**config.mk**
```make
export PLATFORM = sky130hd
export DESIGN_NAME = gnce_back
export DESIGN_NICKNAME = d
export VERILOG_FILES = /design/src/hw/rtl/gnce_pkg.sv /design/src/hw/rtl/gnce_back.sv
export SDC_FILE = /design/constraint.sdc
export NUM_CORES = 2
export LEC_CHECK = 0
export ABC_AREA = 1
export BUFFER_PORTS_ARGS = -buffer_cell sky130_fd_sc_hd__buf_4
export CAP_MARGIN = 5
export CORE_ASPECT_RATIO = 0.75
export CORE_MARGIN = 2
export CORE_UTILIZATION = 60
export CTS_CLUSTER_DIAMETER = 100
export DETAILED_ROUTE_END_ITERATION = 7
export GPL_TIMING_DRIVEN = 0
export PLACE_DENSITY = 0.85
export SLEW_MARGIN = 10
export SYNTH_ARGS = -nofsm -noshare
export SYNTH_HDL_FRONTEND = slang
export SYNTH_SLANG_ARGS = --single-unit
```
**constraint.sdc**
```tcl
create_clock -name clk -period 10.05 [get_ports clk]
set_input_delay 1.005 -clock clk [delete_from_list [all_inputs] [get_ports clk]]
set_output_delay 1.005 -clock clk [all_outputs]
set_load 0.03 [all_outputs]
```
**src/hw/rtl/gnce_pkg.sv**
```systemverilog
package gnce_pkg;

    // Field and store geometry
    localparam int IDX_W      = 16;
    localparam int OCC_W      = 8;
    localparam int SIDE_W     = 9;
    localparam int COORD_W    = 8;
    localparam int MAX_SIDE   = 256;
    localparam int CELLS      = 65536;
    localparam int EDGE_W     = 17;
    localparam int HEUR_W     = 25;
    localparam int CFG_W      = 16;
    localparam int CFG_IDX_W  = 3;
    localparam int QUEUE_DEPTH = 4;
    localparam int DIV_STEPS  = 16;
    localparam int ROOT_STEPS = 17;

    // Register indexes
    localparam logic [CFG_IDX_W-1:0] REG_GRID_WIDTH  = 3'd0;
    localparam logic [CFG_IDX_W-1:0] REG_GRID_HEIGHT = 3'd1;
    localparam logic [CFG_IDX_W-1:0] REG_GOAL_X      = 3'd2;
    localparam logic [CFG_IDX_W-1:0] REG_GOAL_Y      = 3'd3;
    localparam logic [CFG_IDX_W-1:0] REG_CELL_SIZE   = 3'd4;

    // Commands
    localparam logic CMD_WRITE  = 1'b0;
    localparam logic CMD_EXPAND = 1'b1;

    // Diagonal cost factor, sqrt(2) in Q7
    localparam logic signed [8:0] DIAG_MULT = 9'sd181;

    typedef logic signed [1:0] ofs_t;

    // Neighbor offsets: left, bottom, right, top, bl, tl, br, tr
    localparam ofs_t NB_DC [8] = '{-2'sd1, 2'sd0, 2'sd1, 2'sd0,
                                   -2'sd1, -2'sd1, 2'sd1, 2'sd1};
    localparam ofs_t NB_DR [8] = '{2'sd0, -2'sd1, 2'sd0, 2'sd1,
                                   -2'sd1, 2'sd1, -2'sd1, 2'sd1};

    typedef struct packed {
        logic [SIDE_W-1:0] grid_width;
        logic [SIDE_W-1:0] grid_height;
        logic [15:0]       goal_x;
        logic [15:0]       goal_y;
        logic [15:0]       cell_size;
    } cfg_t;

    typedef struct packed {
        logic [IDX_W-1:0]   nidx;
        logic [IDX_W-1:0]   center;
        logic [COORD_W-1:0] nc;
        logic [COORD_W-1:0] nr;
        logic               diag;
        logic               last;
        logic               first;
    } job_t;

    typedef enum logic [1:0] {
        F_IDLE,
        F_DIV,
        F_GEN
    } front_state_t;

    typedef enum logic [2:0] {
        B_IDLE,
        B_CRD,
        B_NRD,
        B_NCAP,
        B_SQX,
        B_SQY,
        B_ROOT,
        B_MUL
    } back_state_t;

    // Out-of-range dimensions act as the nearest legal one
    function automatic logic [SIDE_W-1:0] clamp_side(input logic [SIDE_W-1:0] v);
        logic [SIDE_W-1:0] r;
        if (v == '0)
        begin
            r = SIDE_W'(1);
        end
        else if (v > SIDE_W'(MAX_SIDE))
        begin
            r = SIDE_W'(MAX_SIDE);
        end
        else
        begin
            r = v;
        end
        return r;
    endfunction

endpackage

```
**src/hw/rtl/gnce_back.sv**
```systemverilog
module gnce_back import gnce_pkg::*; (
    input  logic                     clk,
    input  logic                     rst_n,
    input  cfg_t                     cfg,
    input  logic                     empty,
    input  job_t                     head,
    output logic                     pop,
    output logic [IDX_W-1:0]         raddr,
    input  logic [OCC_W-1:0]         rdata,
    output logic                     active,
    output logic                     result_valid,
    output logic [IDX_W-1:0]         neighbor_index,
    output logic signed [EDGE_W-1:0] edge_cost,
    output logic [HEUR_W-1:0]        heuristic,
    output logic                     last
);

    back_state_t state_reg, state_next;
    job_t        job_reg, job_next;
    logic signed [OCC_W-1:0] occ_c_reg, occ_c_next, occ_n_reg, occ_n_next;
    logic [33:0] x_reg, x_next;
    logic [19:0] rem_reg, rem_next;
    logic [16:0] root_reg, root_next;
    logic [4:0]  step_reg, step_next;
    logic        valid_reg, valid_next;
    logic        last_reg, last_next;
    logic [IDX_W-1:0]         nidx_out_reg, nidx_out_next;
    logic signed [EDGE_W-1:0] cost_reg, cost_next;
    logic [HEUR_W-1:0]        heur_reg, heur_next;

    logic signed [17:0] dx, dy, dsel;
    logic signed [35:0] dsq;
    logic [19:0]        rem_sh, trial;
    logic               ge;
    logic [32:0]        heur_prod;
    logic signed [8:0]  occ_sum;
    logic signed [17:0] cost_diag;
    logic signed [15:0] cost_side;

    // Offset of the neighbor center from the goal, Q8 cells
    assign dx   = $signed({2'b00, cfg.goal_x}) - $signed({2'b00, job_reg.nc, 8'h80});
    assign dy   = $signed({2'b00, cfg.goal_y}) - $signed({2'b00, job_reg.nr, 8'h80});
    assign dsel = (state_reg == B_SQX) ? dx : dy;
    assign dsq  = dsel * dsel;

    // Square root, two radicand bits a step
    assign rem_sh = {rem_reg[17:0], x_reg[33:32]};
    assign trial  = {1'b0, root_reg, 2'b01};
    assign ge     = rem_sh >= trial;

    assign heur_prod = root_reg * cfg.cell_size;
    assign occ_sum   = {occ_c_reg[OCC_W-1], occ_c_reg} + {occ_n_reg[OCC_W-1], occ_n_reg};
    assign cost_diag = occ_sum * DIAG_MULT;
    assign cost_side = {occ_sum, 7'b0};

    assign pop    = (state_reg == B_IDLE) && !empty;
    assign raddr  = (state_reg == B_CRD) ? job_reg.center : job_reg.nidx;
    assign active = state_reg != B_IDLE;

    assign result_valid   = valid_reg;
    assign neighbor_index = nidx_out_reg;
    assign edge_cost      = cost_reg;
    assign heuristic      = heur_reg;
    assign last           = valid_reg & last_reg;

    // Control registers
    always_ff @(posedge clk or negedge rst_n)
    begin
        if (!rst_n)
        begin
            state_reg <= B_IDLE;
            step_reg  <= '0;
            valid_reg <= 1'b0;
        end
        else
        begin
            state_reg <= state_next;
            step_reg  <= step_next;
            valid_reg <= valid_next;
        end
    end

    // Datapath registers
    always_ff @(posedge clk)
    begin
        job_reg      <= job_next;
        occ_c_reg    <= occ_c_next;
        occ_n_reg    <= occ_n_next;
        x_reg        <= x_next;
        rem_reg      <= rem_next;
        root_reg     <= root_next;
        last_reg     <= last_next;
        nidx_out_reg <= nidx_out_next;
        cost_reg     <= cost_next;
        heur_reg     <= heur_next;
    end

    // Next state
    always_comb
    begin
        state_next    = state_reg;
        job_next      = job_reg;
        occ_c_next    = occ_c_reg;
        occ_n_next    = occ_n_reg;
        x_next        = x_reg;
        rem_next      = rem_reg;
        root_next     = root_reg;
        step_next     = step_reg;
        valid_next    = 1'b0;
        last_next     = last_reg;
        nidx_out_next = nidx_out_reg;
        cost_next     = cost_reg;
        heur_next     = heur_reg;
        case (state_reg)
            B_IDLE:
            begin
                if (!empty)
                begin
                    job_next   = head;
                    state_next = head.first ? B_CRD : B_NRD;
                end
            end
            B_CRD:
            begin
                state_next = B_NRD;
            end
            B_NRD:
            begin
                if (job_reg.first)
                begin
                    occ_c_next = rdata;
                end
                state_next = B_NCAP;
            end
            B_NCAP:
            begin
                occ_n_next = rdata;
                state_next = B_SQX;
            end
            B_SQX:
            begin
                x_next     = {1'b0, dsq[32:0]};
                state_next = B_SQY;
            end
            B_SQY:
            begin
                x_next     = x_reg + {1'b0, dsq[32:0]};
                rem_next   = '0;
                root_next  = '0;
                step_next  = '0;
                state_next = B_ROOT;
            end
            B_ROOT:
            begin
                rem_next  = ge ? rem_sh - trial : rem_sh;
                root_next = {root_reg[15:0], ge};
                x_next    = {x_reg[31:0], 2'b00};
                step_next = step_reg + 5'd1;
                if (step_reg == 5'(ROOT_STEPS - 1))
                begin
                    state_next = B_MUL;
                end
            end
            B_MUL:
            begin
                heur_next     = heur_prod[32:8];
                cost_next     = job_reg.diag ? cost_diag[EDGE_W-1:0]
                                             : EDGE_W'(cost_side);
                nidx_out_next = job_reg.nidx;
                last_next     = job_reg.last;
                valid_next    = 1'b1;
                state_next    = B_IDLE;
            end
            default:
            begin
                state_next = B_IDLE;
            end
        endcase
    end

endmodule

```
## After elaboration in Yosys (flattened, before gate mapping)

Cells that the tools add are included.

- Input port bits: 128
- Output and inout port bits: 78
- Register bits after elaboration: 204
- Word-level logic and storage cells: 64

- Equal/unequal tests: 10
- Multiply operators: 3
- Add/sub/neg operators: 6
- Mux-type cells: 13
- Reduce and logical (&&, ||, !) cells: 9
- Bitwise operators: 2
- Magnitude comparators: 1

Operators by type and width:

| operator | count |
|---|---|
| $pmux 34 s3 | 1 |
| $mux 18 | 2 |
| $pmux 18 s2 | 1 |
| $add 34x33->34 | 1 |
| $pmux 17 s2 | 1 |
| $sub 16x16->17 | 2 |
| $mul 17x16->33 | 1 |
| $mul 18x18->33 | 1 |
| $pmux 3 s8 | 1 |
| $ge 20x19->1 | 1 |
| $sub 18x18->18 | 1 |
| $mul 9x9->17 const B | 1 |
| $mux 17 | 1 |
| $mux 16 | 1 |
| $eq 3x3->1 const B | 4 |
| $pmux 5 s2 | 1 |
| $add 8x8->9 | 1 |
| $eq 3x2->1 const B | 2 |
| $mux 3 | 2 |
| $reduce_and 2->1 | 3 |
| $reduce_bool 3->1 | 2 |
| $add 5x1->5 const B | 1 |
| $eq 5x5->1 const B | 1 |
| $ne 2x2->1 const B | 2 |
| other kinds (9) | 9 |

## Logic depth before layout (Yosys ltp)

- Word-level depth: 5
- Mapped depth: 50

## Least setup slack after synthesis

Ideal clock, no wire load.

- Path type: input to register
- Start: in cfg[23] (netlist bit)
- End: reg x_reg[33] (data pin)
- Arrival: 8.162 ns
- Stages: 45
- Buffers on the path: 1
- Required time: 9.792 ns
- Setup slack: 1.630 ns
- Cell sequence: inv_1 > fa_1 > inv_1 > nand2_1 > nand2_1 > nand3_1 > nand2_1 > nand2_1 > nand3_1 > nand2_1 > buf_2 > nor2_1 > inv_1 > fa_1 > inv_1 > fa_1 > inv_1 > fa_1 > [... 9 more ...] > inv_1 > nor3_1 > nand3_1 > nand3_1 > nand2_1 > nand2_1 > nand3_1 > and2_1 > ha_1 > inv_1 > nor3_1 > nand2_1 > nor3_1 > nand3_1 > nand3_1 > a21oi_1 > o21ai_0 > nand2_1

- Cells in the longest elaborated chain, start to end: 5

Ends and longest elaborated chain:

| element | RTL line | RTL |
|---|---|---|
| start: declaration | gnce_back.sv:4 | `input cfg_t cfg,` |
| $sub 16x16->17 | gnce_back.sv:42 | `assign dy = $signed({2'b00, cfg.goal_y}) - $signed({2'b00, job_reg.nr, 8'h80});` |
| $mux 18 | gnce_back.sv:43 | `assign dsel = (state_reg == B_SQX) ? dx : dy;` |
| $mul 18x18->33 | gnce_back.sv:44 | `assign dsq = dsel * dsel;` |
| $add 34x33->34 | gnce_back.sv:147 | `x_next = x_reg + {1'b0, dsq[32:0]};` |
| $pmux 34 s3 | gnce_back.sv:114 | `case (state_reg)` |
| via x_next[33] | gnce_back.sv:21 | `logic [33:0] x_reg, x_next;` |
| end signal: assignment | gnce_back.sv:89 | `x_reg <= x_next;` |
| end: declaration | gnce_back.sv:21 |  |

The timed path passes the listed nets, and every way through them passes these cells.
A chain may end at the register's enable or synchronous reset.

## Worst setup path after layout

- Start: in cfg[43] (netlist bit)
- End: reg x_reg[33] (data pin)

- Cells in the longest elaborated chain, start to end: 5

Ends and longest elaborated chain:

| element | RTL line | RTL |
|---|---|---|
| $sub 16x16->17 | gnce_back.sv:41 | `assign dx = $signed({2'b00, cfg.goal_x}) - $signed({2'b00, job_reg.nc, 8'h80});` |
| $mux 18 | gnce_back.sv:43 |  |
| $mul 18x18->33 | gnce_back.sv:44 |  |
| $add 34x33->34 | gnce_back.sv:147 |  |
| $pmux 34 s3 | gnce_back.sv:114 |  |
| via x_next[33] | gnce_back.sv:21 |  |

The timed path passes the listed nets, and every way through them passes these cells.

==> metrics.cfg <==
[worst_setup_path]
cp_slowest_cell = fa_2
end_kind = flip-flop
critPathArrivalTime_ns = 9.84
cp_slowest_stage_delay_ns = 0.69
critPathMaxFanout = 10
critPathMostFrequentCell = nand2_1
cp_data_required_time_ns = 10.37
start_kind = primary input
worstSetupPathType = primary input to flip-flop

[placed_design]
post-dp-hpwl_mm = 72.9
portBuffers = 171
gp_congestion = 1.00

[synthesis]
netlist_area_sq_um = 33100
synth_ff_type = edfxtp_1
ys_types = 57
synth_xor_area_share_pct = 1.99
syn_inst = 3967
synth_fa_ha_area_share_pct = 42.2
synth.avg_cell_area_sq_um = 8.34
synth.top_cell.area_share_pct = 30.3
ys_seq_area_share_pct = 18.4
synthTopCellsByArea = fa_1, edfxtp_1, ha_1, inv_1, nand2_1
ys_async_sr_fraction_pct = 4.41
synth_top_cell_by_area = fa_1
synth-simple-area-share_pct = 16.9
synth_mux_area_share_pct = 0.545
synth_fp_nets = 4911
yosys-top-cells-count = inv_1, nand2_1, fa_1
synth-edff-count = 195
synth_most_common_cell = inv_1
synth_compound_area_share_pct = 6.69
ys_ff_latch = 204
synth_top_family_by_area = adder cells
yosysWarnings = 0

[clock_tree]
clockRootBuffer = clkbuf_16
clk_latency_ns = 0.58
ctsHoldBuffers = 0
cts_tree = built
htree_num_levels = 1
cts_buffers = 26
cts_sinks = 204
clockBufferDepth = 3
path_clk_slew_ns = 0.06

[global_routing]
grt_pass1_wl_mm = 141
grtUsageTotal_pct = 31.4
grt_max_degree = 43
grt_pass1_vias = 27300
antenna_found_initial = 0
overflow = 0

[cells_and_area]
nFillCells = 4414
area_growth_syn_to_layout_pct = 10.1
largest_reg_flops = 51
layout-drive-gt1-share_pct = 8.46
ff_latch_area_sq_um = 6080
n_antenna_cell = 0
multiInputGateArea_sq_um = 22700
nets = 5118

[routing]
routedWlPerCell_um = 17.8
drc_errors = 0
ant_nets = 0
viasPerCell = 5.51
vias = 27100
drtIter0Drc = 2777
firstDrtPassIters = 6
wl_mm = 87.5

[floorplan]
io-pin-count = 206
row_count = 74
core_sq_um = 54400
die_w_um = 275
die-area_sq_um = 57000
start_util_pct = 60.7
die_h_um = 207

[timing]
slew_headroom_pct = 29.1
min_period_ns = 9.52
finalHoldViolCount = 0
period_share_pct = 94.7
fin_setup_tns_ns = 0
setup_viol = 0
slew_violations = 0
rsz0062_at_grt = no
worst_pin_slew_ns = 1.05
skew_ns = 0.0168
clock.fmax_mhz = 105

[worst_hold_path]
hp-class = primary input to asynchronous set/reset pin

[status]
status = finished clean

[run]
drv_cap = 0

## worst paths after layout
| check | startpoint | end | slack [ns] | cells after the start |
|---|---|---|---|---|
| hold / removal | rst_n | step_reg[0] | 0.25 | 1 |
| setup / recovery | cfg[43] | x_reg[33] | 0.53 | 39 |
| hold reg to reg | job_reg[1] | last_reg | 0.42 | 0 |
| min in group clk | job_reg[1] | last_reg | 0.42 | 0 |
| setup reg to reg | job_reg[14] | x_reg[33] | 0.71 | 39 |
| max in group asynchronous | rst_n | result_valid | 9.63 | 1 |
## cell families after synthesis
kind of cell | after synthesis
and+or+nand+nor | 1332
adders and majority gates | 816
xor gates and xnor gates | 75
AOI/OAI and AO/OA | 391
DFF | 204
buffers and inverters | 1133
muxes | 16
## per-layer routing
| layer | global-route usage [%] | wire [um] |
|---|---|---|
| met4 | 6.15 | 1930 |
| met2 | 47.1 | 38200 |
| met3 | 9.20 | 11300 |
| met1 | 45.7 | 36100 |
| met5 | 0.170 | 0 |
## cell type report
cell class                      instances  area share, %
Multi-Input combinational cell       2630           62.2
Buffer                                108           1.52
Clock inverter                         14          0.763
Tap cell                              722           2.48
Sequential cell                       204           16.7
Inverter                             1025           10.6
Clock buffer                           34           1.90
Timing Repair Buffer                  179           3.83
## placed cells by master, fill, tap and decap left out, types with 20 or more instances in the layout
cell type	synthesis	layout
fa_1	500	499
o21bai_1	20	20
nor2_1	287	284
xnor2_1	21	21
inv_1	1009	1008
o21ai_0	125	124
nand4_1	24	24
ha_1	316	315
xor2_1	54	54
clkbuf_1	73	80
nand3_1	155	155
edfxtp_1	195	195
a21oi_1	168	168
clkbuf_16	0	26
nand2_1	772	771
buf_4	5	180
## critical path, delay by kind of cell
kind / cells / cell delay (ns)
compound gates: 2 / 0.19
fa+ha+maj: 9 / 4.28
buf+inv: 7 / 1.12
simple gates: 21 / 3.25
## through the flow
stage               util (%)  hold slack [ns]  cells  setup WS, ns  area (sq um)
floorplan                  -            0.400   3967          1.63         33100
finish                  66.9            0.253   4916         0.534         36400
global route            66.9            0.252   4916        0.0512         36400
detailed placement      64.9            0.408   4864        0.0485         35400
global placement        64.8            0.403   4860         0.154         35300
CTS                     66.7            0.234   4912         0.582         36300
## timing repair
action                                  CTS  global route
gates resized for setup                   0            11
setup buffers                             0             4
endpoints found under the hold margin     0             0
endpoints found under the setup margin    0             1
Power is left out: the tool's default activity adds up to more than one toggle a clock period on the data nets, which glitch-free logic cannot reach.
