==> config.mk <==
export PLATFORM = sky130hd
export DESIGN_NAME = gnce_queue
export DESIGN_NICKNAME = d
export VERILOG_FILES = /design/src/hw/rtl/gnce_pkg.sv /design/src/hw/rtl/gnce_queue.sv
export SDC_FILE = /design/constraint.sdc
export NUM_CORES = 1
export LEC_CHECK = 0
export ABC_AREA = 1
export BUFFER_PORTS_ARGS = -buffer_cell sky130_fd_sc_hd__buf_2
export CAP_MARGIN = 25
export CORE_MARGIN = 2
export CORE_UTILIZATION = 40
export CTS_CLUSTER_SIZE = 14
export DETAILED_ROUTE_END_ITERATION = 16
export PLACE_DENSITY = 0.65
export SLEW_MARGIN = 20
export SYNTH_ARGS = -nofsm -noshare
export SYNTH_HDL_FRONTEND = slang
export SYNTH_SLANG_ARGS = --single-unit
==> constraint.sdc <==
create_clock -name clk -period 2.16 [get_ports clk]
set_clock_uncertainty 0.1 [all_clocks]
set_input_delay 0.216 -clock clk [delete_from_list [all_inputs] [get_ports clk]]
set_output_delay 0.216 -clock clk [all_outputs]
set_load 0.05 [all_outputs]
==> src/hw/rtl/gnce_pkg.sv <==
package gnce_pkg;

    // Field and store geometry
    localparam int IDX_W      = 16;
    localparam int OCC_W      = 8;
    localparam int SIDE_W     = 9;
    localparam int COORD_W    = 8;
    localparam int MAX_SIDE   = 256;
    localparam int CELLS      = 65536;
    localparam int EDGE_W     = 17;
    localparam int HEUR_W     = 25;
    localparam int CFG_W      = 16;
    localparam int CFG_IDX_W  = 3;
    localparam int QUEUE_DEPTH = 4;
    localparam int DIV_STEPS  = 16;
    localparam int ROOT_STEPS = 17;

    // Register indexes
    localparam logic [CFG_IDX_W-1:0] REG_GRID_WIDTH  = 3'd0;
    localparam logic [CFG_IDX_W-1:0] REG_GRID_HEIGHT = 3'd1;
    localparam logic [CFG_IDX_W-1:0] REG_GOAL_X      = 3'd2;
    localparam logic [CFG_IDX_W-1:0] REG_GOAL_Y      = 3'd3;
    localparam logic [CFG_IDX_W-1:0] REG_CELL_SIZE   = 3'd4;

    // Commands
    localparam logic CMD_WRITE  = 1'b0;
    localparam logic CMD_EXPAND = 1'b1;

    // Diagonal cost factor, sqrt(2) in Q7
    localparam logic signed [8:0] DIAG_MULT = 9'sd181;

    typedef logic signed [1:0] ofs_t;

    // Neighbor offsets: left, bottom, right, top, bl, tl, br, tr
    localparam ofs_t NB_DC [8] = '{-2'sd1, 2'sd0, 2'sd1, 2'sd0,
                                   -2'sd1, -2'sd1, 2'sd1, 2'sd1};
    localparam ofs_t NB_DR [8] = '{2'sd0, -2'sd1, 2'sd0, 2'sd1,
                                   -2'sd1, 2'sd1, -2'sd1, 2'sd1};

    typedef struct packed {
        logic [SIDE_W-1:0] grid_width;
        logic [SIDE_W-1:0] grid_height;
        logic [15:0]       goal_x;
        logic [15:0]       goal_y;
        logic [15:0]       cell_size;
    } cfg_t;

    typedef struct packed {
        logic [IDX_W-1:0]   nidx;
        logic [IDX_W-1:0]   center;
        logic [COORD_W-1:0] nc;
        logic [COORD_W-1:0] nr;
        logic               diag;
        logic               last;
        logic               first;
    } job_t;

    typedef enum logic [1:0] {
        F_IDLE,
        F_DIV,
        F_GEN
    } front_state_t;

    typedef enum logic [2:0] {
        B_IDLE,
        B_CRD,
        B_NRD,
        B_NCAP,
        B_SQX,
        B_SQY,
        B_ROOT,
        B_MUL
    } back_state_t;

    // Out-of-range dimensions act as the nearest legal one
    function automatic logic [SIDE_W-1:0] clamp_side(input logic [SIDE_W-1:0] v);
        logic [SIDE_W-1:0] r;
        if (v == '0)
        begin
            r = SIDE_W'(1);
        end
        else if (v > SIDE_W'(MAX_SIDE))
        begin
            r = SIDE_W'(MAX_SIDE);
        end
        else
        begin
            r = v;
        end
        return r;
    endfunction

endpackage

==> src/hw/rtl/gnce_queue.sv <==
module gnce_queue import gnce_pkg::*; (
    input  logic clk,
    input  logic rst_n,
    input  logic push,
    input  job_t push_job,
    input  logic pop,
    output job_t head,
    output logic full,
    output logic empty
);

    localparam int PTR_W = $clog2(QUEUE_DEPTH);

    job_t             entries_reg [QUEUE_DEPTH];
    logic [PTR_W-1:0] wr_ptr_reg, rd_ptr_reg;
    logic [PTR_W:0]   count_reg;

    assign head  = entries_reg[rd_ptr_reg];
    assign full  = count_reg == (PTR_W+1)'(QUEUE_DEPTH);
    assign empty = count_reg == '0;

    // Pointers and fill count
    always_ff @(posedge clk or negedge rst_n)
    begin
        if (!rst_n)
        begin
            wr_ptr_reg <= '0;
            rd_ptr_reg <= '0;
            count_reg  <= '0;
        end
        else
        begin
            if (push)
            begin
                wr_ptr_reg <= wr_ptr_reg + 1'b1;
            end
            if (pop)
            begin
                rd_ptr_reg <= rd_ptr_reg + 1'b1;
            end
            if (push && !pop)
            begin
                count_reg <= count_reg + 1'b1;
            end
            else if (pop && !push)
            begin
                count_reg <= count_reg - 1'b1;
            end
        end
    end

    // Entry storage
    always_ff @(posedge clk)
    begin
        if (push)
        begin
            entries_reg[wr_ptr_reg] <= push_job;
        end
    end

endmodule

== Word-level counts from Yosys, hierarchy flattened ==
Memories as Yosys holds them, arrays and structs flattened.
Index checks and enable logic that the tools add are counted.
Storage, ports and cells
  register bits: 7
  latch bits: 0
  RAM bits: 204
  bits in read-only memories: 0
  input bits: 55
  logic and storage cells: 19
  memories kept: 1
Cells by class
  $add $sub $neg: 4
  multiply operators: 0
  divide/modulo/power cells: 0
  magnitude comparators: 0
  eq/ne operators: 1
  shift operators: 0
  multiplexer cells: 4
  bitwise operators: 0
  reduce and logical (&&, ||, !) cells: 6
Memories
  entries_reg: depth 4, width 51, read ports 1, clocked after Yosys merged registers in 0, wr ports 1, line gnce_queue.sv:14  | job_t entries_reg [QUEUE_DEPTH];
Operator list (count)
  2-to-1 mux 3 bit: 2
  adder 2 x 1 -> 2 bit, second input constant: 2
  adder 3 x 1 -> 3 bit, second input constant: 1
  == test 3 bit, second input constant: 1
  logical NOT 3 bit: 1
  subtractor 3 x 1 -> 3 bit, second input constant: 1
  logical AND 1 bit: 2
  logical NOT 1 bit: 2
  2-to-1 mux 1 bit: 2
  nonzero test 2 bit: 1

== Depth between registers and ports, before layout ==
Gate-level depths: netlist of the first run.
  depth after elaboration: 4
  mapped depth: 9
  gate-level depth less buffers: 9

== Least setup slack after synthesis of the first run ==
No wires, ideal clock.
  path type: reg2reg
  from: register wr_ptr_reg[0]
  to: memory entries_reg[2][0] in the netlist's numbering, enable pin
  library setup time: 405 ps
  arrival time: 1664 ps
  required time: 1655 ps
  slack: -9 ps
  stages on the path, launching flop included: 5
  buffers on the path: 0
  cells stage by stage: dfrtp_1 > inv_1 > ha_1 > nand2_1 > inv_1
RTL lines
  from (decl): line gnce_queue.sv:15  | logic [PTR_W-1:0] wr_ptr_reg, rd_ptr_reg;
  from (signal assigned): line gnce_queue.sv:35  | wr_ptr_reg <= wr_ptr_reg + 1'b1;
  to (decl): line gnce_queue.sv:14
No word-level cell before the write port.

==> summary.txt, run 1 <==
Placed design
  • Placed cell count: ~1000
  • Final GP Congestion: 0.6800
  • I/O Buffers: roughly 110
  • Placed wire-length estimate: around 9.6 mm
  • Place WS: 0.2884 ns

Logic synthesis
  • Area contributors post-synth: edfxtp_1 72%, o211ai_1 8.6%, nand2_1 7.3%
  • Sequential fraction of the synthesis area: 73.58%
  • Synth cell count leaders: 204 x edfxtp_1, 166 x nand2_1, 113 x inv_1
  • Count leader, synth: edfxtp_1
  • Yosys cell types: 20
  • Fraction of registers with async set/reset: under 10%
  • Synthesized netlist cell count: approximately 640
  • Mapped Nets: 704
  • Yosys top cell by area: edfxtp_1
  • Yosys top cell area share: 71.54%
  • Post-synth EDFFs: about 200
  • Post-synth top flop: edfxtp_1
  • Cell area after synthesis: 8563 um^2
  • Yosys reg bits: 211
  • Yosys warns: 0
  • Syn avg cell area: 13.32 um^2

STA
  • Slew @ Worst Pin: approximately 0.43 ns
  • Fmax: 465.1 MHz
  • Final setup TNS: 0 ns
  • RSZ-0062 raised after global routing: yes
  • Fin. max-slew vios: 0
  • Final setup margin: just over 0.01 ns
  • Fin. Hold Viols: 0
  • Final min period: 2.150 ns
  • Final setup viols: 0
  • Worst hold margin: roughly 0.36 ns
  • Tcrit/Tclk final: 99.53%
  • Relative slew margins: 71.50%

Final layout
  • Area grow syn2layout: 30.95%
  • Number of flip-flops in the largest register: ~200
  • # diodes: 0
  • Non-filler cells, final: 1112
  • Final core occ: between 50% and 60%
  • Nets: 882
  • Share of layout cells above drive strength 1: 21.03%

GRT
  • Total GRT Usage: 15.22%
  • First-pass GRT wire length: about 27 mm
  • Total gr overflow: 0
  • Pin count of the biggest net entering global routing: 52
  • Vias in the first global route: 5091
  • Initial antenna violation count: 1

Routing
  • Initial DRC Count: 247
  • Max layer used: met5
  • Avg WL per Cell: 15.73 um
  • Routed Antenna Nets: 0
  • Met3 wire length: 915 um
  • M1 wire length: 7.577 mm
  • Via count: 5285
  • DRC Markers: 0
  • First-pass iteration count of the detailed router: 4
  • Met2 wire len: about 8.6 mm
  • Vias per cell: between 4 and 5
  • Post-Route WL: 17.50 mm

Floorplan
  • Starting density of the core: 40.74%
  • Die Y: ~150 um
  • Die area: between 20000 and 25000 um^2
  • Die width: around 150 um
  • Ports: around 110
  • Core footprint: ~21000 um^2
  • Num rows: 53

Pwr
  • Sw Ratio: 40.90%
  • Pint: between 10 and 15 mW
  • PD cells: 1608 nW/um^2
  • VDD IR-drop max: 0.9239 mV
  • Leak: 4.505 nW
  • Clock power frac: 21.5%
  • Sequential power share: a little under a third
  • Switching pwr: between 7 and 8 mW
  • Logic pwr share: 47.5%

Clocking
  • Register clock-pin slew on the reported worst setup and hold paths: roughly 0.06 ns
  • H-tree depth: 1
  • CTS tree: yes
  • Sink Count: 211
  • CTS max path bufs: 3
  • Clk root buf: clkbuf_16
  • Clk_lat worst skew: about 0.50 ns
  • Total CTS buffers: 22

Worst hold path
  • Hold WC Path Type: input port to flop
  • Hold Startpoint: push_job[21]

Worst setup path
  • CP Launch Type: flop
  • Critical Path Sink Type: output pin
  • Max FO, Critical Path: 9
  • Worst Setup SP: rd_ptr_reg[0]
  • CP Data Arrival Time: 1.83 ns
  • Worst r2r src: wr_ptr_reg[0]
  • Req. time, crit path: 1.84 ns
  • Worst Setup Path Type: flop to output pin

Run status
  • Status: completed

Run
  • MaxCap Viol Count: 0
==> repair_timing <==
item,CTS,global route
hold endpoints to repair,215,0
setup buffers,6,0
resized for setup,51,55
hold buffers,55,0
pin swaps,6,45
setup endpoints to repair,51,51
cloned,0,4
==> area by class of cell <==
| type | count | area [um^2] |
|---|---|---|
| timing repair buffer | 189 | 1822 |
| clock inverter | 14 | 181.4 |
| fill | 1692 | 9808 |
| inverter | 114 | 441.7 |
| multi-input combinational | 283 | 1553 |
| sequential | 211 | 6306 |
| tap | 275 | 344.1 |
| clock buffer | 26 | 565.5 |
==> layout by cell type (no fill, tap or decap), types with 2 or more instances in the layout <==
cell,netlist,routed
edfxtp_1,204,204
nand2_1,166,166
inv_1,113,109
o211ai_1,98,98
buf_2,15,57
dlygate4sd3_1,0,55
buf_6,15,48
clkbuf_16,0,25
buf_12,0,14
buf_4,2,12
ha_1,5,5
clkinv_1,0,5
dfrtp_1,7,5
o211ai_2,4,4
clkinvlp_4,0,4
clkbuf_1,2,4
bufinv_16,0,4
xor2_1,3,3
nor3_1,2,2
clkinv_2,0,2
==> power by group through the flow <==
stage / clock [mW] / sequential (mW) / combinational, mW
final: 3.88 / 5.58 / 8.57
after CTS: 3.97 / 5.58 / 7.91
after detailed placement: 0 / 5.76 / 7.13
after global routing: 4.12 / 5.65 / 9.17
after global placement: 0 / 5.73 / 7.09
after floorplan: 0 / 5.62 / 5.53
==> critical path, stage by stage (launching register included) <==
cell,delay (ns)
dfrtp_4,0.49
buf_2,0.18
buf_4,0.18
o211ai_1,0.19
nand2_1,0.09
buf_4,0.19
==> layer usage <==
layer  vias up  GRT usage, %
li1       2591             -
met1      2540         19.21
met2       112         26.55
met3        40         3.303
met4         2         4.104
met5         -             0
==> worst paths after layout <==
path                       depth (start not counted)                 end  slack (ns)
max reg2reg                                        5  entries_reg[2][30]        0.30
max                                                5             head[8]        0.01
min in group asynchronous                          3       rd_ptr_reg[0]        0.65
min                                                2  entries_reg[1][21]        0.36
min reg2reg                                        2        count_reg[2]        0.41
max in group asynchronous                          3       rd_ptr_reg[0]        0.98
==> per-stage QoR <==
stage | cell area (um^2) | total power [mW]
2_1_floorplan | 8574 | 11.15
3_3_place_gp | 9480 | 12.82
3_5_place_dp | 9480 | 12.90
4_1_cts | 10960 | 17.47
5_1_grt | 11210 | 18.94
6_report | 11210 | 18.03
==> cells by family (layout without fill, tap and decap cells) <==
group	Yosys count	in the layout	synth area share (%)
flops	211	211	73.58
xor+xnor	4	4	0.4092
compound gates	103	103	9.234
fa+ha+maj	6	6	0.9644
buf+inv	149	343	8.285
simple gates	170	170	7.525
Note: power is estimated with default switching activity, not from simulation.
==> inputs of run 2 (changes only) <==
- ABC_AREA: 1 -> unset
==> run 2 against run 1 <==
  * The run now ends with setup timing left
  * Worst setup slack got worse by 0.12 ns
  * Cell count fell by 30%
  * Total power is 7.2% lower
  * First-iteration DRC count down 32%
  * Die area shrank 8.5%
==> summary.txt, run 2 <==
Placed design
  • I/O Buffers: approximately 110
  • Placed wire-length estimate: between 8 and 9 mm
  • Placed cell areas: about 9000 um^2
  • Final GP Congestion: ~0.66

Worst setup path
  • Critical Path Sink Type: output pin
  • Most frequent CP cell: buf_8
  • Max incr delay on CP: 0.54 ns
  • Max FO, Critical Path: 5
  • Worst r2r src: wr_ptr_reg[0]
  • Worst reg2reg path depth: 4
  • Worst path slowest cell: mux4_2
  • CP top delay family: multiplexers
  • Bufs and invs on worst path: 3
  • Req. time, crit path: 1.84 ns
  • Reg2reg setup slack: 0.56 ns
  • Worst Setup Path Type: flop to output pin
  • CP Data Arrival Time: 1.95 ns
  • CP Launch Type: flop
  • R2R Path End: entries_reg[2][21]
  • Ordered cell list for the critical path: buf_8 -> buf_16 -> mux4_2 -> buf_8

Run status
  • Status: complete, but fails checks
  • Violated checks: setup timing

Floorplan
  • Core footprint: 19330 um^2
  • Die width: 143.8 um
  • Num rows: about 50
  • Ports: 108
  • Starting density of the core: 40.43%
  • Die area: approximately 21000 um^2
  • Die Y: 143.8 um

GRT
  • First-pass GRT wire length: 22.38 mm
  • Pin count of the biggest net entering global routing: 52
  • Total gr overflow: 0
  • Initial antenna violation count: 1
  • Total GRT Usage: ~14%
  • Vias in the first global route: between 4000 and 5000

Clocking
  • Total CTS buffers: 22
  • CTS max path bufs: 3
  • Register clock-pin slew on the reported worst setup and hold paths: 0.06 ns
  • CTS tree: yes
  • Clk_lat worst skew: 0.49 ns
  • Clk root buf: clkbuf_16
  • H-tree depth: 1
  • Sink Count: 211

Worst hold path
  • Hold WC Path Type: input port to flop
  • Hold endpoint: entries_reg[2][37]
  • Hold Crit Depth: 2
  • Hold Startpoint: push_job[37]

Final layout
  • Area grow syn2layout: 35.75%
  • Final core occ: between 50 and 60%
  • Number of flip-flops in the largest register: 204
  • Fill count: 1468
  • Commonest cells after routing, fill and taps aside: 204 x edfxtp_1, 56 x buf_2, 55 x dlygate4sd3_1, 51 x mux4_2, 49 x buf_6
  • Share of layout cells above drive strength 1: between 40% and 50%
  • Multi-input logic area: ~1400 um^2
  • Commonest non-fill, non-tap cell in the layout: edfxtp_1
  • Finished layout cell area: 10610 um^2
  • Nets: 561
  • Register area: approximately 6300 um^2

Pwr
  • VDD IR-drop max: 0.7709 mV
  • PD cells: 1578 nW/um^2
  • Leak: 3.730 nW

Routing
  • DRC Markers: 0
  • Initial DRC Count: between 150 and 200
  • Routed Antenna Nets: 0
  • Post-Route WL: 14.72 mm
  • Avg WL per Cell: between 15 and 20 um
  • First-pass iteration count of the detailed router: 4
  • Vias per cell: 4.808
  • Via count: 3755

Run
  • MaxCap Viol Count: 0

Logic synthesis
  • Post-synth EDFFs: 204
  • Fraction of registers with async set/reset: 3.318%
  • Area contributors post-synth: edfxtp_1 78%, mux4_2 14%, dfrtp_1 2.2%
  • Post-synth top flop: edfxtp_1
  • Syn avg cell area: around 26 um^2
  • Sequential fraction of the synthesis area: 80.61%
  • Count leader, synth: edfxtp_1
  • Synth cell count leaders: 204 x edfxtp_1, 48 x mux4_2, 7 x dfrtp_1
  • Yosys reg bits: around 210
  • Synthesized netlist cell count: ~300
  • Yosys top cell by area: edfxtp_1
  • Cell area after synthesis: 7816 um^2
  • Yosys cell types: 20
  • Yosys top cell area share: 78.37%
  • Mapped Nets: 362
  • Yosys warns: 0

STA
  • Fin. max-slew vios: 0
  • Tcrit/Tclk final: 105.1%
  • Final setup viols: 51
  • Fmax: 440.5 MHz
  • RSZ-0062 raised after global routing: yes
  • Relative slew margins: 73.60%
  • Slew @ Worst Pin: between 0.3 and 0.4 ns
  • Final setup margin: -0.1102 ns
  • Fin. Hold Viols: 0
  • Final min period: 2.270 ns
run 2: what timing repair did:
action	in CTS	in global routing
gates cloned	3	1
setup endpoints to repair	51	51
resized for setup	118	13
pin swaps	0	0
buffers inserted	8	1
hold buffers	55	0
endpoints found under the hold margin	215	0
run 2: through the flow:
step	hold slack, ns	instances	TNS [ns]	setup WS, ns	power (mW)
final	0.3685	781	-3.856	-0.1102	16.74
after global routing	0.3692	780	-6.943	-0.1707	17.45
after CTS	0.3456	779	-5.454	-0.1462	16.81
after detailed placement	-0.03289	674	0	0.2025	11.44
after global placement	-0.03590	674	0	0.2191	11.36
after floorplan	-0.1796	301	0	0.2448	10.14
run 2: worst max path at each step:
stage	to	cells after the start	from
after floorplan	full	1	count_reg[0]
after global placement	head[46]	3	rd_ptr_reg[0]
after detailed placement	head[47]	3	rd_ptr_reg[0]
after CTS	head[21]	4	rd_ptr_reg[0]
after global routing	head[24]	4	rd_ptr_reg[0]
final	head[24]	4	rd_ptr_reg[0]
run 2: layout make-up:
type / count / area share (%)
inverter: 4 / 0.1415
clock inverter: 12 / 1.533
antenna: 1 / 0.02358
multi-input combinational: 74 / 12.76
sequential: 211 / 59.43
timing repair buffer: 187 / 17.42
tap: 265 / 3.125
clock buffer: 27 / 5.566
run 2: routing by layer:
| metal | vias to the layer above | wire [um] | GRT usage (%) |
|---|---|---|---|
| met5 | - | 0 | 0 |
| li1 | 1678 | - | - |
| met2 | 100 | 7530 | 25.21 |
| met1 | 1960 | 6200 | 18.53 |
| met4 | 0 | 201 | 3.406 |
| met3 | 17 | 784 | 3.032 |
run 2: logic make-up after synthesis:
kind of cell	synth area share [%]
fa+ha+maj	1.057
buf+inv	1.985
xor+xnor	0.6723
simple gates	0.6242
mux	14.98
compound gates	0.06397
flops	80.61
run 2: report_power, final:
group,switching (mW),leakage [nW],total (mW),internal [mW]
clock,1.46,0.364,3.88,2.42
combinational,4.20,1.41,7.28,3.09
sequential,0.219,1.95,5.58,5.37
run 2: worst register-to-register path, cell delays in order (launching register included):
cell	delay (ns)
dfrtp_1	0.42
inv_1	0.10
ha_1	0.15
and2_2	0.16
buf_12	0.31
