[src/hw/rtl/gnce_pkg.sv]
package gnce_pkg;

    // Field and store geometry
    localparam int IDX_W      = 16;
    localparam int OCC_W      = 8;
    localparam int SIDE_W     = 9;
    localparam int COORD_W    = 8;
    localparam int MAX_SIDE   = 256;
    localparam int CELLS      = 65536;
    localparam int EDGE_W     = 17;
    localparam int HEUR_W     = 25;
    localparam int CFG_W      = 16;
    localparam int CFG_IDX_W  = 3;
    localparam int QUEUE_DEPTH = 4;
    localparam int DIV_STEPS  = 16;
    localparam int ROOT_STEPS = 17;

    // Register indexes
    localparam logic [CFG_IDX_W-1:0] REG_GRID_WIDTH  = 3'd0;
    localparam logic [CFG_IDX_W-1:0] REG_GRID_HEIGHT = 3'd1;
    localparam logic [CFG_IDX_W-1:0] REG_GOAL_X      = 3'd2;
    localparam logic [CFG_IDX_W-1:0] REG_GOAL_Y      = 3'd3;
    localparam logic [CFG_IDX_W-1:0] REG_CELL_SIZE   = 3'd4;

    // Commands
    localparam logic CMD_WRITE  = 1'b0;
    localparam logic CMD_EXPAND = 1'b1;

    // Diagonal cost factor, sqrt(2) in Q7
    localparam logic signed [8:0] DIAG_MULT = 9'sd181;

    typedef logic signed [1:0] ofs_t;

    // Neighbor offsets: left, bottom, right, top, bl, tl, br, tr
    localparam ofs_t NB_DC [8] = '{-2'sd1, 2'sd0, 2'sd1, 2'sd0,
                                   -2'sd1, -2'sd1, 2'sd1, 2'sd1};
    localparam ofs_t NB_DR [8] = '{2'sd0, -2'sd1, 2'sd0, 2'sd1,
                                   -2'sd1, 2'sd1, -2'sd1, 2'sd1};

    typedef struct packed {
        logic [SIDE_W-1:0] grid_width;
        logic [SIDE_W-1:0] grid_height;
        logic [15:0]       goal_x;
        logic [15:0]       goal_y;
        logic [15:0]       cell_size;
    } cfg_t;

    typedef struct packed {
        logic [IDX_W-1:0]   nidx;
        logic [IDX_W-1:0]   center;
        logic [COORD_W-1:0] nc;
        logic [COORD_W-1:0] nr;
        logic               diag;
        logic               last;
        logic               first;
    } job_t;

    typedef enum logic [1:0] {
        F_IDLE,
        F_DIV,
        F_GEN
    } front_state_t;

    typedef enum logic [2:0] {
        B_IDLE,
        B_CRD,
        B_NRD,
        B_NCAP,
        B_SQX,
        B_SQY,
        B_ROOT,
        B_MUL
    } back_state_t;

    // Out-of-range dimensions act as the nearest legal one
    function automatic logic [SIDE_W-1:0] clamp_side(input logic [SIDE_W-1:0] v);
        logic [SIDE_W-1:0] r;
        if (v == '0)
        begin
            r = SIDE_W'(1);
        end
        else if (v > SIDE_W'(MAX_SIDE))
        begin
            r = SIDE_W'(MAX_SIDE);
        end
        else
        begin
            r = v;
        end
        return r;
    endfunction

endpackage

[src/hw/rtl/gnce_front.sv]
module gnce_front import gnce_pkg::*; (
    input  logic             clk,
    input  logic             rst_n,
    input  logic             accept,
    input  logic             cmd,
    input  logic [IDX_W-1:0] cell_index,
    input  cfg_t             cfg,
    input  logic             full,
    output logic             push,
    output job_t             push_job,
    output logic             idle
);

    front_state_t state_reg, state_next;
    logic [IDX_W-1:0]  idx_reg, idx_next;
    logic [SIDE_W-1:0] rem_reg, rem_next;
    logic [IDX_W-1:0]  quo_reg, quo_next;
    logic [3:0]        step_reg, step_next;
    logic [2:0]        k_reg, k_next;
    logic              first_reg, first_next;

    logic [SIDE_W-1:0]   w, h;
    logic [2*SIDE_W-1:0] area;
    logic                in_grid;
    logic [SIDE_W:0]     trial;
    logic                ge;
    logic [COORD_W-1:0]  col, row;
    logic                ok_l, ok_b, ok_r, ok_t;
    logic [7:0]          mask;
    logic [7:0]          keep;
    logic                advance;
    logic signed [17:0]  row_ofs, nidx_s;
    ofs_t                dc, dr;

    assign w       = clamp_side(cfg.grid_width);
    assign h       = clamp_side(cfg.grid_height);
    assign area    = w * h;
    assign in_grid = {2'b00, cell_index} < area;

    // Restoring divide step, one quotient bit a cycle
    assign trial = {rem_reg, quo_reg[IDX_W-1]};
    assign ge    = trial >= {1'b0, w};

    assign col = rem_reg[COORD_W-1:0];
    assign row = quo_reg[COORD_W-1:0];

    // In-grid neighbors
    assign ok_l = col != '0;
    assign ok_b = row != '0;
    assign ok_r = {1'b0, col} + 9'd1 < w;
    assign ok_t = {1'b0, row} + 9'd1 < h;
    assign mask = {ok_r & ok_t, ok_r & ok_b, ok_l & ok_t, ok_l & ok_b,
                   ok_t, ok_r, ok_b, ok_l};
    assign keep = 8'hFE << k_reg;

    assign dc = NB_DC[k_reg];
    assign dr = NB_DR[k_reg];

    always_comb
    begin
        if (dr < 0)
        begin
            row_ofs = -$signed({9'd0, w});
        end
        else if (dr > 0)
        begin
            row_ofs = $signed({9'd0, w});
        end
        else
        begin
            row_ofs = '0;
        end
    end

    assign nidx_s = $signed({2'b00, idx_reg}) + 18'(dc) + row_ofs;

    assign push    = (state_reg == F_GEN) && mask[k_reg] && !full;
    assign advance = (state_reg == F_GEN) && (!mask[k_reg] || !full);

    always_comb
    begin
        push_job.nidx   = nidx_s[IDX_W-1:0];
        push_job.center = idx_reg;
        push_job.nc     = col + COORD_W'(dc);
        push_job.nr     = row + COORD_W'(dr);
        push_job.diag   = (dc != 0) && (dr != 0);
        push_job.last   = (mask & keep) == '0;
        push_job.first  = first_reg;
    end

    assign idle = state_reg == F_IDLE;

    // State register
    always_ff @(posedge clk or negedge rst_n)
    begin
        if (!rst_n)
        begin
            state_reg <= F_IDLE;
            step_reg  <= '0;
            k_reg     <= '0;
            first_reg <= 1'b0;
        end
        else
        begin
            state_reg <= state_next;
            step_reg  <= step_next;
            k_reg     <= k_next;
            first_reg <= first_next;
        end
    end

    always_ff @(posedge clk)
    begin
        idx_reg <= idx_next;
        rem_reg <= rem_next;
        quo_reg <= quo_next;
    end

    // Next state
    always_comb
    begin
        state_next = state_reg;
        idx_next   = idx_reg;
        rem_next   = rem_reg;
        quo_next   = quo_reg;
        step_next  = step_reg;
        k_next     = k_reg;
        first_next = first_reg;
        case (state_reg)
            F_IDLE:
            begin
                if (accept && (cmd == CMD_EXPAND) && in_grid)
                begin
                    idx_next   = cell_index;
                    rem_next   = '0;
                    quo_next   = cell_index;
                    step_next  = '0;
                    state_next = F_DIV;
                end
            end
            F_DIV:
            begin
                rem_next  = ge ? SIDE_W'(trial - {1'b0, w}) : trial[SIDE_W-1:0];
                quo_next  = {quo_reg[IDX_W-2:0], ge};
                step_next = step_reg + 4'd1;
                if (step_reg == 4'(DIV_STEPS - 1))
                begin
                    k_next     = '0;
                    first_next = 1'b1;
                    state_next = F_GEN;
                end
            end
            F_GEN:
            begin
                if (push)
                begin
                    first_next = 1'b0;
                end
                if (advance)
                begin
                    k_next = k_reg + 3'd1;
                    if (k_reg == 3'd7)
                    begin
                        state_next = F_IDLE;
                    end
                end
            end
            default:
            begin
                state_next = F_IDLE;
            end
        endcase
    end

endmodule

[config.mk]
export PLATFORM = sky130hd
export DESIGN_NAME = gnce_front
export DESIGN_NICKNAME = d
export VERILOG_FILES = /design/src/hw/rtl/gnce_pkg.sv /design/src/hw/rtl/gnce_front.sv
export SDC_FILE = /design/constraint.sdc
export NUM_CORES = 1
export LEC_CHECK = 0
export BUFFER_PORTS_ARGS = -buffer_cell sky130_fd_sc_hd__buf_2
export CAP_MARGIN = 20
export CORE_AREA = 5 5 149 151
export CTS_BUF_LIST = sky130_fd_sc_hd__clkbuf_16
export CTS_CLUSTER_SIZE = 8
export DETAILED_ROUTE_END_ITERATION = 8
export DIE_AREA = 0 0 154 156
export PLACE_DENSITY = 0.57
export SLEW_MARGIN = 40
export SYNTH_ARGS = -nofsm -noshare
export SYNTH_HDL_FRONTEND = slang
export SYNTH_SLANG_ARGS = --single-unit
[constraint.sdc]
create_clock -name clk -period 6.4 [get_ports clk]
set_clock_uncertainty 0.05 [all_clocks]
set_input_delay 0.32 -clock clk [delete_from_list [all_inputs] [get_ports clk]]
set_output_delay 0.32 -clock clk [all_outputs]
set_load 0.03 [all_outputs]
* After elaboration in Yosys (flattened, before gate mapping)
Memory sizes are Yosys's and may differ from the RTL's. Cells that the tools add are included.
Word-level totals: register bits 51, memory bits (read-only) 32, input port bits 87, output and inout bits 53, logic and storage cells 100, memories kept 2
Cells by class: add/subtract/negate cells 10, $mul 1, order comparisons 10, equality and inequality tests 9, shift operators 1, muxes and demuxes 30, bitwise logic cells 6, reduce and logical (&&, ||, !) cells 24
Memory list:
- (no name shown) | depth 8, bits a word 2, rd ports 1, clocked after memory_dff 0, write ports 0, RTL line gnce_front.sv:57 | assign dr = NB_DR[k_reg];
- (no name shown) | depth 8, bits a word 2, rd ports 1, clocked after memory_dff 0, write ports 0, RTL line gnce_front.sv:56 | assign dc = NB_DC[k_reg];
Operators with widths (number):
- $reduce_bool A32 Y1 | 2
- $mux W9 | 7
- $mux W16 | 2
- $pmux W16 S2 | 1
- $add A8 B1 Y9 const B | 2
- $gt A9 B9 Y1 const B | 2
- $logic_not A9 Y1 | 2
- $lt A16 B18 Y1 | 1
- $lt A9 B9 Y1 | 2
- $mul A9 B9 Y18 | 1
- $pmux W9 S2 | 1
- $add A16 B16 Y16 | 1
- $add A16 B2 Y16 | 1
- $add A8 B8 Y8 | 2
- $mux W2 | 8
- $neg A9 Y16 | 1
- $reduce_bool A8 Y1 | 2
- $ge A10 B9 Y1 | 1
- $sub A9 B9 Y9 | 1
- $and A8 B8 Y8 | 1
- $logic_not A8 Y1 | 1
- $pmux W4 S2 | 1
- $shl A8 B3 Y8 const A | 1
- $logic_and A1 B1 Y1 | 6
- 28 further kinds | 41

* Depth between registers and ports, before layout
Gate-level depths: netlist of run 1.
depth after elaboration 12, mapped depth 29, gate-level depth less buffers 28

* Worst setup path before layout of run 1
No wires, ideal clock.
kind in2reg, from input cfg[65] in the netlist's numbering, to register idx_reg[0] (enable), setup time 0.388 ns, arrival 6.951 ns, required time 5.962 ns, setup slack -0.989 ns, stages 27, buffers on the path 3, path through clkbuf_1 -> clkbuf_1 -> nor2b_1 -> inv_1 -> clkbuf_1 -> nor2_1 -> fa_1 -> fa_1 -> fa_1 -> inv_1 -> fa_1 -> inv_1 -> ha_1 -> or3_1 -> o211ai_1 -> nand2_1 -> a21o_1 -> a21oi_1 -> xor2_1 -> ha_1 -> a211oi_1 -> o21ai_0 -> a2111oi_0 -> a21oi_1 -> nand4b_1 -> nor2_1 -> nor2_1
On the way: cells in the longest elaborated chain, start to end 7, elaborated cells between the ends (all ways) 8, classes of those cells mul: 1; order compare: 2; mux: 2; reduce/logical: 3
Ends and longest elaborated chain:
- from (decl) | RTL line gnce_front.sv:7 | input cfg_t cfg,
- $gt A9 B9 Y1 | RTL line gnce_pkg.sv:82 | else if (v > SIDE_W'(MAX_SIDE))
- $mux W9 | RTL line gnce_pkg.sv:82
- $mux W9 * | RTL line gnce_pkg.sv:78 | if (v == '0)
- $mul A9 B9 Y18 * | RTL line gnce_front.sv:37 | assign area = w * h;
- $lt A16 B18 Y1 * | RTL line gnce_front.sv:38 | assign in_grid = {2'b00, cell_index} < area;
- $logic_and A1 B1 Y1 * | RTL line gnce_front.sv:132 | if (accept && (cmd == CMD_EXPAND) && in_grid)
- $reduce_and A2 Y1 (no source line) *
- to (signal assigned) | RTL line gnce_front.sv:114 | idx_reg <= idx_next;
- to (decl) | RTL line gnce_front.sv:15 | logic [IDX_W-1:0] idx_reg, idx_next;
Every way passes the cells marked *; elsewhere a longest branch is shown, timed or not. A chain may end at the register's enable or synchronous reset.

* Final worst setup path of run 1
from input cfg[65] in the netlist's numbering, to register rem_reg[2] (enable)
On the way: cells in the longest elaborated chain, start to end 8, elaborated cells between the ends (all ways) 9, classes of those cells mul: 1; order compare: 2; eq/ne: 1; mux: 2; reduce/logical: 3
Ends and longest elaborated chain:
- $gt A9 B9 Y1 | RTL line gnce_pkg.sv:82
- $mux W9 | RTL line gnce_pkg.sv:82
- $mux W9 * | RTL line gnce_pkg.sv:78
- $mul A9 B9 Y18 * | RTL line gnce_front.sv:37
- $lt A16 B18 Y1 * | RTL line gnce_front.sv:38
- $logic_and A1 B1 Y1 * | RTL line gnce_front.sv:132
- $ne A2 B1 Y1 (no source line) *
- $reduce_and A2 Y1 (no source line) *
- to (signal assigned) | RTL line gnce_front.sv:115 | rem_reg <= rem_next;
- to (decl) | RTL line gnce_front.sv:16 | logic [SIDE_W-1:0] rem_reg, rem_next;
Marks and branches as above.

==> results of run 1 <==
synthesized netlist by cell type (16+ instances only):
master,instances
a21oi_1,51
xnor2_1,40
a21o_1,16
inv_1,150
o21ai_0,31
fa_1,69
nor2_1,89
nand2_1,110
nor3_1,19
nor2b_1,28
edfxtp_1,41
ha_1,117
xor2_1,19
cell families (layout without fill, tap and decap cells):
kind of cell,count (synthesis),in the layout,synth area share [%]
xor gates and xnor gates,59,59,6.37
and+or+nand+nor,303,303,17.2
buffers and inverters,173,347,8.18
adders and majority gates,187,187,35.2
muxes,4,4,0.494
DFF,51,51,18.3
AOI/OAI and AO/OA,176,176,14.2
metal layers:
metal / global-route usage [%] / part of all wire (%) / vias up
met5: 0 / 0 / -
met1: 28.3 / 48 / 3308
li1: - / - / 3559
met4: 3.20 / 1.2 / 0
met2: 32.2 / 46 / 182
met3: 1.55 / 4.9 / 19
worst max path at each step:
| stage | startpoint | endpoint | slack (ns) | depth (start not counted) |
|---|---|---|---|---|
| floorplan | cfg[63] | idx_reg[0] | 0.001 | 25 |
| global placement | cfg[63] | idx_reg[3] | -0.26 | 27 |
| detailed placement | cfg[65] | idx_reg[3] | -0.25 | 27 |
| CTS | cfg[63] | idx_reg[6] | 0.00005 | 27 |
| global route | cfg[49] | idx_reg[15] | -0.14 | 28 |
| finish | cfg[65] | rem_reg[2] | 0.17 | 27 |
metrics by stage:
stage / TNS (ns) / std cells / hold slack, ns / utilization [%]
after CTS: 0 / 1397 / 0.233 / 47.4
after floorplan: 0 / 953 / -0.0256 / -
final: 0 / 1402 / 0.239 / 48.6
after global placement: -10.73 / 1388 / 0.144 / 46.6
after global routing: -5.17 / 1402 / 0.220 / 48.6
after detailed placement: -9.91 / 1388 / 0.147 / 46.6
layout make-up:
| type | count | area, um^2 |
|---|---|---|
| clock inverter | 3 | 43.8 |
| sequential | 51 | 1480 |
| inverter | 160 | 607 |
| clock buffer | 5 | 125 |
| multi-input combinational | 729 | 6220 |
| timing repair buffer | 179 | 1240 |
| tap | 275 | 344 |
| fill | 2076 | 10600 |
what timing repair did:
item / 4_1_cts / 5_1_grt
cloned: 0 / 1
setup endpoints to repair: 16 / 46
gates resized for setup: 1 / 57
hold endpoints to repair: 10 / 0
pin swaps: 1 / 19
hold buffers: 1 / 0
buffers inserted: 0 / 4
==> run summary, run 1 <==
Vert. Die Dim = 156 um
Clock slew at reported path FFs = 0.07 ns
Synth top area cells = ha_1 18%, fa_1 17%, edfxtp_1 15%
Core ar. = 20700 um^2
Antenna fix cells = 0
Synthesized flop and latch total = 51
Num ports = 140
Total track usage = 19.4%
HP Class = primary input to flop
Synth unique cells = 66
Share of cells above drive strength 1 = 23.2%
Cell taking the most area after synthesis = ha_1
Asr flop ratio synth = 19.6%
Commonest cells after routing, fill and taps aside = 145 x inv_1, 114 x ha_1, 105 x nand2_1
Mapped Avg Cell Area = 8.51 um^2
Worst path arrival time = 6.18 ns
Critical path peak fanout = 13
Final hold viol count = 0
Warnings, synthesis = 0
Clk sinks = 51
Placer Congestion = 0.890
Most used cell, CP = fa_1
Post-placement cell area = 9630 um^2
Vias post-DR = 7068
Root Buffer = clkbuf_16
Die area = 24000 um^2
CTS tree = yes
P&R area growth vs syn = 24.1%
Top Family by Delay on Critical Path = adder cells
Slew Viols, Final = 0
Total grt overflow = 0
Worst r2r src = rem_reg[4]
Cell at the slowest stage of the critical path = fa_1
Initial antenna violation count = 0
DRC = 0
Global-route wire length before repair = 37.5 mm
Max Fclk = 0.161 GHz
Setup Crit Path Kind = primary input to flop
Synth Cell Area = 8110 um^2
Worst Path Required = 6.35 ns
Wire per inst = 16.6 um
Post-detail-place hpwl = 19.9 mm
Vias in the first global route = 7093
Hold depth = 1
RSZ-0062 raised after global routing = true
Fin area = 10100 um^2
Worst Setup End Kind = flop
Max incr delay on CP = 0.58 ns
Post-layout minimum cycle time = 6.23 ns
Max-slew headroom = 47.0%
R2R depth = 12
IO buf count = 91
Hold_sp = cell_index[0]
EDFF count, synth = 41
Main synth FF type = edfxtp_1
Final period util = 97.3%
Worst-case hold path end point = idx_reg[0]
Outcome = complete, no violations
Measured slew at the worst slew-check pin = 0.789 ns
Nets = 1399
Pin count of the biggest net entering global routing = 30
CTS H-tree depth = 2
Mapped Cells = 953
FF-to-FF setup slack = 2.99 ns
Commonest non-fill, non-tap cell in the layout = inv_1
Seq/Total Area, Yosys = 18.3%
Core Rows = 53
CP startpoint kind = primary input
Clk_lat worst skew = 0.29 ns
Setup WS pre-CTS = -0.248 ns
Drt pass-1 iters = 5
Starting density of the core = 39.2%
Post-route ant nets = 0
Post-route setup slack = 0.171 ns
Max cap viols = 0
Top-area cell type share of the netlist area = 18.1%
Longest Clk Path Bufs = 2
Syn_nets = 1226
Reg-to-Reg End = k_reg[2]
CTS buffer count = 5
Die X = 154 um
Via density per instance = 5.04
Critical path buffer and inverter count = 6
Routed wire length = 23.3 mm
Endpoints failing setup = 0
DR iter-0 viols = 491
Power of run 1 is not shown: default switching activity piles up to over one toggle a cycle in this logic, so the estimate is an artifact.
==> run 2, diff against run 1 <==
Settings changed: ABC_AREA set to 1, CORE_AREA 5 5 149 151 to 5 5 150 152, DIE_AREA 0 0 154 156 to 0 0 155 157, GPL_TIMING_DRIVEN set to 0.
==> run summary, run 2 <==
Outcome = complete, no violations
Top sig layer = met4
Total track usage = 19.3%
Vert. Die Dim = 157 um
Clk sinks = 51
Mapped Avg Cell Area = 7.69 um^2
FILL cells = 2067
Global-route wire length before repair = 37.4 mm
CTS buffer count = 5
Worst Setup End Kind = flop
Synth top cells by count = 230 x inv_1, 205 x nand2_1, 117 x ha_1
Root Buffer = clkbuf_16
Die X = 155 um
Setup Crit Path Kind = primary input to flop
Routed wire length = 23.5 mm
Synthesized flop and latch total = 51
DR iter-0 viols = 434
Antenna fix cells = 0
M1 wire length = 10.7 mm
Critical path buffer and inverter count = 9
Seq/Total Area, Yosys = 18.0%
Clk_lat worst skew = 0.30 ns
Longest Clk Path Bufs = 2
Top Family by Delay on Critical Path = adder cells
Core Rows = 53
DRC = 0
Main synth FF type = edfxtp_1
Critical path peak fanout = 8
Die area = 24300 um^2
Worst path arrival time = 6.13 ns
Warnings, synthesis = 0
P&R area growth vs syn = 19.2%
Synth top area cells = ha_1 18%, fa_1 17%, edfxtp_1 15%
Endpoints failing setup = 0
Initial antenna violation count = 0
Slew Viols, Final = 0
Placer Congestion = 0.900
Final period util = 96.3%
Syn_nets = 1344
Clock slew at reported path FFs = 0.07 ns
Nets = 1477
Final hold viol count = 0
Worst Path Required = 6.37 ns
Asr flop ratio synth = 19.6%
Max incr delay on CP = 0.59 ns
Pin count of the biggest net entering global routing = 26
Share of cells above drive strength 1 = 18.5%
Max-slew headroom = 56.8%
Hold Worst Slack = 0.181 ns
Wire per inst = 15.9 um
Post-layout minimum cycle time = 6.16 ns
Cell taking the most area after synthesis = ha_1
Mapped Cells = 1071
HP Class = primary input to flop
IO buf count = 90
Measured slew at the worst slew-check pin = 0.648 ns
Vias post-DR = 7309
Post-detail-place hpwl = 19.2 mm
Synth unique cells = 48
Metal2 WL = 10.6 mm
Vias in the first global route = 7143
Most common cell in the netlist = inv_1
CTS tree = yes
Synth Cell Area = 8240 um^2
Cell at the slowest stage of the critical path = fa_1
Total grt overflow = 0
Commonest non-fill, non-tap cell in the layout = inv_1
Starting density of the core = 39.4%
Top-area cell type share of the netlist area = 17.8%
Via density per instance = 4.94
Wire length on met3 = 1.32 mm
Finished Core Util = 47.0%
Max cap viols = 0
Commonest cells after routing, fill and taps aside = 216 x inv_1, 201 x nand2_1, 112 x ha_1
Post-route ant nets = 0
CP startpoint kind = primary input
CTS H-tree depth = 2
Num ports = 140
Most used cell, CP = fa_1
Max Fclk = 0.162 GHz
Drt pass-1 iters = 5
EDFF count, synth = 41
Core ar. = 20900 um^2
## run 2: cell count changes in the layout (fill, tap and decap cells not counted), moves of 10 or more
| cell | previous run | this run |
|---|---|---|
| nor2b_1 | 18 | 0 |
| a211oi_1 | 11 | 1 |
| nand2_1 | 105 | 201 |
| inv_1 | 145 | 216 |
| o21ai_0 | 28 | 39 |
| xnor2_1 | 40 | 14 |
| a21o_1 | 16 | 4 |
| nand3_1 | 15 | 34 |
| buf_4 | 79 | 28 |
| xor2_1 | 19 | 40 |
| o21ai_1 | 2 | 12 |
## run 2: layout make-up
type                    count  area (um^2)  area share, %
repair buffers            126          806           8.20
multi-input cells         766         6030           61.4
well taps                 275          344           3.50
flip-flops and latches     51         1480           15.1
clock inverters             3         46.3          0.471
inverters                 245          951           9.68
plain buffers               9         42.5          0.433
clock buffers               5          125           1.27
## run 2: worst paths after layout
check                         startpoint      endpoint  slack [ns]  cells after the start
hold reg to reg                first_reg     first_reg        0.44                      2
min in group asynchronous          rst_n  state_reg[1]        0.35                      2
hold / removal             cell_index[0]    idx_reg[0]        0.18                      1
setup / recovery                 cfg[54]    idx_reg[3]        0.24                     31
setup reg to reg              quo_reg[0]      k_reg[0]        3.50                     19
max in group asynchronous          rst_n  state_reg[0]        5.74                      2
## run 2: timing repair
item | CTS | global route
pin swaps | 8 | 31
hold endpoints to repair | 10 | 0
cloned | 0 | 1
endpoints found under the setup margin | 46 | 43
hold buffers | 1 | 0
buffers inserted | 15 | 18
gates resized for setup | 31 | 35
## run 2: logic make-up (layout without fill, tap and decap cells)
family,Yosys count,in the layout,synth area share [%]
flops,51,51,18.0
simple gates,388,388,20.6
fa+ha+maj,186,186,34.5
compound gates,138,138,9.45
xor+xnor,54,54,5.74
buf+inv,254,388,11.7
## run 2: layer usage
metal	vias to the layer above	global-route usage, %
met1	3412	26.8
met2	199	31.5
met3	42	2.64
li1	3656	-
met4	0	5.55
met5	-	0
## run 2: stage by stage
step	instances	TNS [ns]	setup slack (ns)	area [um^2]
3_3_place_gp	1436	-58.52	-1.45	9030
2_1_floorplan	1071	-0.133	-0.00532	8240
3_5_place_dp	1437	-47.37	-1.14	9070
6_report	1480	0	0.235	9820
4_1_cts	1461	0	0.0222	9500
5_1_grt	1480	-0.0451	-0.0110	9820
## run 2: worst register-to-register path: stages (launching register included)
cell and delay [ns]:
edfxtp_1 0.48, inv_1 0.11, nor3_1 0.24, nand3_1 0.17, nor3_1 0.20, xor2_1 0.12, ha_1 0.29, nand2_1 0.05
inv_1 0.06, nand3_1 0.09, nor3_1 0.16, nand2_1 0.07, nand2_1 0.21, nand2_1 0.08, nand2_1 0.08, nand2_2 0.07
nand3_4 0.12, nand2_2 0.08, nand2_1 0.06, nand2_1 0.05
Power of run 2 is left out for the same reason.
